**config.mk**
```make
export PLATFORM = sky130hd
export DESIGN_NAME = softmax_vector_unit_top
export DESIGN_NICKNAME = d
export VERILOG_FILES = /design/src/hdl/smv_pkg.sv /design/src/hdl/smv_ram.sv /design/src/hdl/smv_back.sv /design/src/hdl/softmax_vector_unit_top.sv
export SDC_FILE = /design/constraint.sdc
export NUM_CORES = 2
export LEC_CHECK = 0
export BUFFER_PORTS_ARGS = -buffer_cell sky130_fd_sc_hd__buf_4
export CORE_MARGIN = 2
export CORE_UTILIZATION = 45
export CTS_CLUSTER_DIAMETER = 60
export DETAILED_ROUTE_END_ITERATION = 16
export HOLD_SLACK_MARGIN = 0.15
export PLACE_DENSITY = 0.6
export SLEW_MARGIN = 20
export SYNTH_ARGS = -nofsm -noshare
export SYNTH_HDL_FRONTEND = slang
export SYNTH_SLANG_ARGS = --single-unit
```
**constraint.sdc**
```tcl
create_clock -name i_clk -period 11.35 [get_ports i_clk]
set_clock_uncertainty 0.05 [all_clocks]
set_input_delay 1.135 -clock i_clk [delete_from_list [all_inputs] [get_ports i_clk]]
set_output_delay 1.135 -clock i_clk [all_outputs]
set_load 0.01 [all_outputs]
```
**src/hdl/smv_pkg.sv**
```systemverilog
// smv_pkg: shared types, constants and exp helpers for the softmax vector unit.
// No dependencies.
package smv_pkg;

    typedef struct packed {
        logic signed [15:0] sample;
        logic               is_last;
    } t_in_item;

    typedef struct packed {
        logic [15:0] probability;
        logic [5:0]  position;
        logic        last_of_run;
        logic        truncated;
    } t_out_item;

    // job handed from front to back: element count, drop flag and maximum sample
    typedef struct packed {
        logic [6:0]  count;
        logic        trunc;
        logic [15:0] vmax;
    } t_job;

    localparam logic [17:0] LOG2E_Q16 = 18'd94548;

    // 2^-(2^(k-8)) in Q0.16
    function automatic logic [15:0] frac_coef(input logic [2:0] k);
        logic [15:0] c;
        case (k)
            3'd0: c = 16'd65359;
            3'd1: c = 16'd65182;
            3'd2: c = 16'd64830;
            3'd3: c = 16'd64132;
            3'd4: c = 16'd62757;
            3'd5: c = 16'd60097;
            3'd6: c = 16'd55109;
            default: c = 16'd46341;
        endcase
        return c;
    endfunction

endpackage

```
**src/hdl/smv_ram.sv**
```systemverilog
// smv_ram: generic single write, single read RAM with registered read.
// No dependencies.
module smv_ram #(
    parameter int WIDTH = 16,
    parameter int DEPTH = 64
) (
    input  logic                     i_clk,
    input  logic                     i_we,
    input  logic [$clog2(DEPTH)-1:0] i_waddr,
    input  logic [WIDTH-1:0]         i_wdata,
    input  logic [$clog2(DEPTH)-1:0] i_raddr,
    output logic [WIDTH-1:0]         o_rdata
);
    logic [WIDTH-1:0] r_mem [DEPTH];

    always_ff @(posedge i_clk) begin
        if (i_we) r_mem[i_waddr] <= i_wdata;
        o_rdata <= r_mem[i_raddr];
    end
endmodule

```
**src/hdl/smv_back.sv**
```systemverilog
// smv_back: exp and sum pass, then per-element division pass.
// Depends on smv_pkg; reads the element RAM and writes and reads the exp RAM of the top level.
module smv_back (
    input  logic              i_clk,
    input  logic              i_rst_n,
    input  logic              i_job_valid,
    input  smv_pkg::t_job     i_job,
    output logic              o_job_take,
    output logic [5:0]        o_raddr,
    input  logic [15:0]       i_elem,
    output logic              o_exp_we,
    output logic [5:0]        o_exp_addr,
    output logic [16:0]       o_exp_wdata,
    input  logic [16:0]       i_exp_rdata,
    output logic              o_strobe,
    output smv_pkg::t_out_item o_result
);
    localparam logic [3:0] S_IDLE = 4'd0, S_RD = 4'd1, S_EXP = 4'd2, S_FR = 4'd3,
                           S_SH = 4'd4, S_DRD = 4'd5, S_DWT = 4'd6, S_DIV = 4'd7,
                           S_OUT = 4'd8, S_MUL = 4'd9;

    logic [3:0]  r_st;
    smv_pkg::t_job r_job;
    logic [6:0]  r_idx;
    logic [22:0] r_sum;
    logic [33:0] r_t;
    logic [16:0] r_v;
    logic [3:0]  r_k;
    logic [39:0] r_rem;
    logic [16:0] r_q;
    logic [5:0]  r_bit;
    logic [15:0] r_e;
    logic [32:0] r_prod;

    logic signed [16:0] w_d;
    logic [16:0] w_e_full;
    logic [7:0]  w_f;
    logic [25:0] w_n;

    assign w_d = $signed({r_job.vmax[15], r_job.vmax}) - $signed({i_elem[15], i_elem});
    assign w_e_full = w_d[16] ? 17'd0 : w_d;
    assign w_f = r_t[23:16];
    assign w_n = {16'd0, r_t[33:24]};

    always_ff @(posedge i_clk) begin
        if (!i_rst_n) begin
            r_st <= S_IDLE;
            o_strobe <= 1'b0;
        end else begin
            o_strobe <= 1'b0;
            unique case (r_st)
                S_IDLE: if (i_job_valid) begin
                    r_job <= i_job; r_idx <= '0; r_sum <= '0; r_st <= S_RD;
                end
                S_RD: r_st <= S_MUL;
                S_MUL: begin
                    r_e <= w_e_full[15:0];
                    r_st <= S_EXP;
                end
                S_EXP: begin
                    r_t <= {16'd0, r_e} * {16'd0, smv_pkg::LOG2E_Q16} + 34'd32768;
                    r_v <= 17'd65536; r_k <= '0; r_st <= S_FR;
                end
                S_FR: begin
                    if (r_k[3]) r_st <= S_SH;
                    else begin
                        if (w_f[r_k[2:0]]) r_v <= 17'((({16'd0, r_v} *
                            {17'd0, smv_pkg::frac_coef(r_k[2:0])}) + 33'd32768) >> 16);
                        r_k <= r_k + 4'd1;
                    end
                end
                S_SH: begin
                    if (w_n > 26'd16) r_v <= '0; else r_v <= r_v >> w_n[4:0];
                    r_st <= S_OUT;
                end
                S_OUT: begin
                    r_sum <= r_sum + {6'd0, r_v};
                    r_idx <= r_idx + 7'd1;
                    if (r_idx + 7'd1 == r_job.count) begin
                        r_idx <= '0; r_st <= S_DRD;
                    end else r_st <= S_RD;
                end
                S_DRD: r_st <= S_DWT;
                S_DWT: begin
                    // dividend = exp*65536 + sum/2, restoring division, 40 bits
                    r_rem <= 40'({i_exp_rdata, 16'd0} + {18'd0, r_sum[22:1]});
                    r_q <= '0; r_bit <= 6'd40; r_st <= S_DIV;
                end
                S_DIV: begin
                    // shift dividend out of the top of r_rem into partial remainder r_prod; quotient bits go to r_q
                    if (r_bit == 6'd0) begin
                        o_strobe <= 1'b1;
                        o_result.probability <= (|r_q[16]) ? 16'hFFFF : r_q[15:0];
                        o_result.position <= r_idx[5:0];
                        o_result.last_of_run <= (r_idx + 7'd1 == r_job.count);
                        o_result.truncated <= r_job.trunc;
                        r_idx <= r_idx + 7'd1;
                        r_st <= (r_idx + 7'd1 == r_job.count) ? S_IDLE : S_DRD;
                    end else begin
                        r_bit <= r_bit - 6'd1;
                        r_rem <= r_rem << 1;
                        if ({r_prod[31:0], r_rem[39]} >= {10'd0, r_sum}) begin
                            r_prod <= 33'({r_prod[31:0], r_rem[39]} - {10'd0, r_sum});
                            r_q <= {r_q[15:0], 1'b1};
                        end else begin
                            r_prod <= {r_prod[31:0], r_rem[39]};
                            r_q <= {r_q[15:0], 1'b0};
                        end
                    end
                end
                default: r_st <= S_IDLE;
            endcase
            if (r_st == S_DWT) r_prod <= '0;
        end
    end

    assign o_job_take  = (r_st == S_IDLE) && i_job_valid;
    assign o_raddr     = r_idx[5:0];
    assign o_exp_we    = (r_st == S_OUT);
    assign o_exp_addr  = r_idx[5:0];
    assign o_exp_wdata = r_v;
endmodule

```
**src/hdl/softmax_vector_unit_top.sv**
```systemverilog
// softmax_vector_unit_top: front (store, max) plus back (exp, divide) via a one-job queue.
// Depends on smv_pkg, smv_ram, smv_back.
//  channel | ports                  | handshake
//  input   | i_start, i_item        | accepted when i_start && !o_busy
//  result  | o_strobe, o_result     | one cycle per result, no back-pressure
// Elements are stored as they are accepted. The last element queues a job; the back
// makes an exp and sum pass over the elements, followed by a division pass with the
// 40-step restoring divider. Busy stays high while a job is queued or the back
// is still working. Synchronous reset clears control; stores need no clearing.
module softmax_vector_unit_top #(
    parameter int MAX_LEN = 64
) (
    input  logic               i_clk,
    input  logic               i_rst_n,
    input  logic               i_start,
    input  smv_pkg::t_in_item  i_item,
    output logic               o_busy,
    output logic               o_strobe,
    output smv_pkg::t_out_item o_result
);
    logic [6:0]  r_count;
    logic signed [15:0] r_max;
    logic        r_trunc;
    logic        r_qv;
    smv_pkg::t_job r_q;
    logic        w_take, w_acc, w_store;
    logic [5:0]  w_raddr, w_eaddr;
    logic [15:0] w_elem;
    logic        w_ewe;
    logic [16:0] w_ewd, w_erd;
    logic        r_bbusy;

    assign w_acc   = i_start && !o_busy;
    assign w_store = w_acc && (r_count < 7'(MAX_LEN));
    assign o_busy  = r_qv || r_bbusy;

    // front: store elements, track max, queue a job on last
    always_ff @(posedge i_clk) begin
        if (!i_rst_n) begin
            r_count <= '0; r_max <= 16'sh8000; r_trunc <= 1'b0; r_qv <= 1'b0;
            r_bbusy <= 1'b0;
        end else begin
            if (w_take) begin r_qv <= 1'b0; r_bbusy <= 1'b1; end
            if (o_strobe && o_result.last_of_run) r_bbusy <= 1'b0;
            if (w_acc) begin
                if (w_store) begin
                    r_count <= r_count + 7'd1;
                    if (i_item.sample > r_max) r_max <= i_item.sample;
                end else r_trunc <= 1'b1;
                if (i_item.is_last) begin
                    r_qv <= 1'b1;
                    r_q.count <= w_store ? r_count + 7'd1 : r_count;
                    r_q.trunc <= r_trunc || !w_store;
                    r_q.vmax <= (w_store && i_item.sample > r_max) ? i_item.sample : r_max;
                    r_count <= '0; r_max <= 16'sh8000; r_trunc <= 1'b0;
                end
            end
        end
    end

    smv_ram #(.WIDTH(16), .DEPTH(64)) u_elem (
        .i_clk(i_clk), .i_we(w_store), .i_waddr(r_count[5:0]), .i_wdata(i_item.sample),
        .i_raddr(r_bbusy ? w_raddr : 6'd0), .o_rdata(w_elem));

    smv_ram #(.WIDTH(17), .DEPTH(64)) u_exp (
        .i_clk(i_clk), .i_we(w_ewe), .i_waddr(w_eaddr), .i_wdata(w_ewd),
        .i_raddr(w_eaddr), .o_rdata(w_erd));

    smv_back u_back (
        .i_clk(i_clk), .i_rst_n(i_rst_n), .i_job_valid(r_qv), .i_job(r_q),
        .o_job_take(w_take), .o_raddr(w_raddr), .i_elem(w_elem),
        .o_exp_we(w_ewe), .o_exp_addr(w_eaddr), .o_exp_wdata(w_ewd),
        .i_exp_rdata(w_erd), .o_strobe(o_strobe), .o_result(o_result));

    a_no_store_busy: assert property (@(posedge i_clk) disable iff (!i_rst_n)
        o_busy |-> !w_store) else $error("store while busy");
    a_count_range: assert property (@(posedge i_clk) disable iff (!i_rst_n)
        r_count <= 7'(MAX_LEN)) else $error("count overrun");
    a_strobe_busy: assert property (@(posedge i_clk) disable iff (!i_rst_n)
        o_strobe |-> $past(r_bbusy)) else $error("result while idle");
endmodule
```
==> run summary <==
status -> finished, violations left
violated checks -> DRC
Synth Flop Type -> edfxtp_1
share of cells above drive strength 1 -> 0.122
crit path max fanout -> 15
vias per cell -> 5.90
Post-CTS Setup Inserts -> 0
Rel. slew slack -> 0.167
Port Buffers -> 45
Remaining Overflow, GRT -> 0
Initial Utilization -> 0.453
RSZ-0062 raised after global routing -> no
Fill cells -> 19,700
critical path capture point type -> flip-flop
Tot Pwr -> 19.9 mW
crit path kind -> reg2reg
Min Hold Slack -> 328 ps
Finished Core Util -> 0.508
Yosys warnings -> 0
Pre-Repair DR Iteration Count -> 12
Clk Latency, worst-skew pair -> 940 ps
row count -> 179
Hold Path Class -> reg2reg
routed wire length per instance -> 27.0 um
critical path required time -> 11,890 ps
final instance area -> 0.121 mm^2
CP top delay family -> adder cells
starting DRC count in detailed routing -> 6,416
Syn-to-layout area delta -> 12.2%
gpl congestion -> 0.909
Post-Route Setup TNS -> 0 ps
total of max-cap violations -> 0
R2R Path Start -> u_back.r_k[1]
vias in the first global route -> 62,200
Fmax -> 110 MHz
Async SR Flop Fraction -> 0
min Tclk post-route -> 9130 ps
Num Clock Sinks -> 2,428
Clock Tree Root -> clkbuf_16
Least-Margin Pin Slew -> 1240 ps
P_leak -> 41.8 nW
WP data arrival -> 9680 ps
R2R cell count -> 26
# nets final -> 7,872
DR vias -> 62,500
clk buf depth -> 4
Synth Instances -> 7,081
Resized Gates After CTS -> 0
Clk pin slew, worst setup/hold paths -> 60 ps
cell count along the critical path -> 26
crit path launch -> u_back.r_k[1]
post-placement cell area -> 0.113 mm^2
Synthesized Nets -> 7,717
Routed Antenna Nets -> 0
H-tree levels -> 5
pin count of the biggest net entering global routing -> 127
synthesized area per cell -> 15.2 um^2
Critical-path top delay cell -> or2_2
RR Endpoint -> u_back.o_exp_wdata[16]
CP bufs+invs -> 4
placed wire-length estimate -> 173,000 um
fin worst setup slack -> 2220 ps
Finish-stage setup viols -> 0
Post-Place Setup Slack -> 2350 ps
post-route insts no fill -> 10,600
final slew viol count -> 0
die height -> 493 um
CP endpoint -> u_back.o_exp_wdata[16]
Placeable Area -> 0.238 mm^2
CTS tree -> done
number of flops mapped to enable cells by yosys -> 2,364
synth unique cells -> 88
cts bufs inserted -> 276
IO Count -> 46
CP max stage delay -> 610 ps
Tcrit/Tclk final -> 0.804
die width -> 493 um
DP Cell Count -> 10,100
global-route wire length before repair -> 421,000 um
startpoint types -> flip-flop
cell mode on critical path -> fa_1
DRC errors left -> 8
initial antenna violation count -> 7
Fin. Hold Viols -> 0
Total GRT Usage -> 0.233
Hold-fix buffers, CTS -> 0
Die ar. -> 0.243 mm^2
reg2reg setup slack -> 2220 ps
maximum vdd drop -> 0.150 mV
pwr dens -> 165 mW/mm^2
Netlist Area Pre-Place -> 0.108 mm^2
Seq/Total Area, Yosys -> 0.671
drt total wl -> 286,000 um
Synth Register Bits -> 2,428
sequential cells by signal, summed over array words and instances, names as in the netlist, 18 cells and up:
name,flops
u_exp.r_mem,1088
u_elem.r_mem,1024
u_back.r_rem,40
u_back.r_prod,32
r_q,24
u_back.o_result,24
u_back.r_job,24
u_back.r_sum,23
u_back.r_t,18
report_power, final:
group,internal (mW),total [mW],switching [mW]
Combinational,0.593,1.67,1.08
Clock,4.83,8.32,3.49
Sequential,9.86,9.91,0.0463
Total,15.3,19.9,4.61
how the worst min path moves through the flow:
stage / slack (ps) / startpoint / to / depth (start not counted)
floorplan: 350 / u_back.r_job[16] / u_back.o_result[0] / 0
global placement: 350 / r_q[8] / u_back.r_job[8] / 0
detailed placement: 360 / r_q[10] / u_back.r_job[10] / 0
CTS: 350 / r_q[8] / u_back.r_job[8] / 0
global route: 340 / r_q[8] / u_back.r_job[8] / 0
finish: 330 / r_q[8] / u_back.r_job[8] / 0
cell usage in the layout, fill, tap and decap left out, types with 21 or more instances in the layout:
cell type     n
edfxtp_1   2364
inv_1       476
nand2_1     417
a22oi_1     377
ha_1        336
nor2_1      305
fa_1        280
clkbuf_16   280
buf_4       246
a21oi_1     188
mux2i_1     173
a211oi_1    158
o22ai_1     143
mux4_2      133
nor3_1      116
a31oi_1     116
o21ai_0      93
a22o_1       88
a221oi_1     86
nand4_1      73
xnor2_1      69
nand3_1      65
and2_1       64
dfxtp_1      64
xor2_1       60
clkinv_1     57
clkbuf_1     46
clkinv_2     40
nor2b_1      38
a21o_1       33
a311oi_1     32
nand2b_1     27
or2_2        27
mux2_2       25
nor2_2       23
and3_1       21
o21a_1       21
final cells by class:
cell class	count	area [um^2]	share of cell area
Tap cell	3167	3960	0.0328
Timing Repair Buffer	255	2030	0.0168
Clock buffer	330	7230	0.0599
Clock inverter	138	1060	0.00881
Antenna cell	2	5.00	0.0000414
Multi-Input combinational cell	3798	32500	0.269
Inverter	477	1790	0.0148
Sequential cell	2428	72300	0.598
cell families after synthesis:
family / synth area share
xor+xnor: 0.0109
mux: 0.0466
fa+ha+maj: 0.0911
buf+inv: 0.0302
compound gates: 0.0942
flops: 0.671
simple gates: 0.0558
Yosys cell counts (6+ instances only):
cell type | count | area share
edfxtp_1 | 2364 | 0.66
inv_1 | 476 | 0.017
nand2_1 | 421 | 0.015
a22oi_1 | 377 | 0.026
nor2_1 | 345 | 0.012
ha_1 | 336 | 0.039
clkbuf_1 | 290 | 0.010
fa_1 | 280 | 0.052
a21oi_1 | 188 | 0.0087
mux2i_1 | 174 | 0.016
a211oi_1 | 160 | 0.011
o22ai_1 | 144 | 0.0084
mux4_2 | 133 | 0.028
nor3_1 | 121 | 0.0056
a31oi_1 | 117 | 0.0068
o21ai_0 | 93 | 0.0043
a22o_1 | 88 | 0.0072
a221oi_1 | 86 | 0.0070
nand4_1 | 73 | 0.0042
xnor2_1 | 69 | 0.0056
and2_1 | 66 | 0.0038
nand3_1 | 66 | 0.0031
dfxtp_1 | 64 | 0.012
xor2_1 | 60 | 0.0049
buf_1 | 57 | 0.0020
nor2b_1 | 38 | 0.0022
a21o_1 | 33 | 0.0023
a311oi_1 | 33 | 0.0027
buf_2 | 30 | 0.0014
or2_2 | 28 | 0.0016
nand2b_1 | 27 | 0.0016
mux2_2 | 25 | 0.0026
and3_1 | 24 | 0.0014
o21a_1 | 21 | 0.0015
or3_1 | 17 | 0.00099
nor3b_1 | 16 | 0.0011
nor4_1 | 15 | 0.00087
a41oi_1 | 12 | 0.00098
o21bai_1 | 11 | 0.00077
nand3b_1 | 9 | 0.00063
o211ai_1 | 8 | 0.00056
a211o_1 | 6 | 0.00049
a21boi_0 | 6 | 0.00042
routing by layer:
layer  GRT usage  share of wire  vias to the layer above
li1            -              -                    27500
met3      0.0351          0.067                      509
met2       0.381           0.48                     2370
met4      0.0809          0.035                        2
met5           0       0.000063                        -
met1       0.318           0.42                    32100
(Power assumes the default switching activity.)
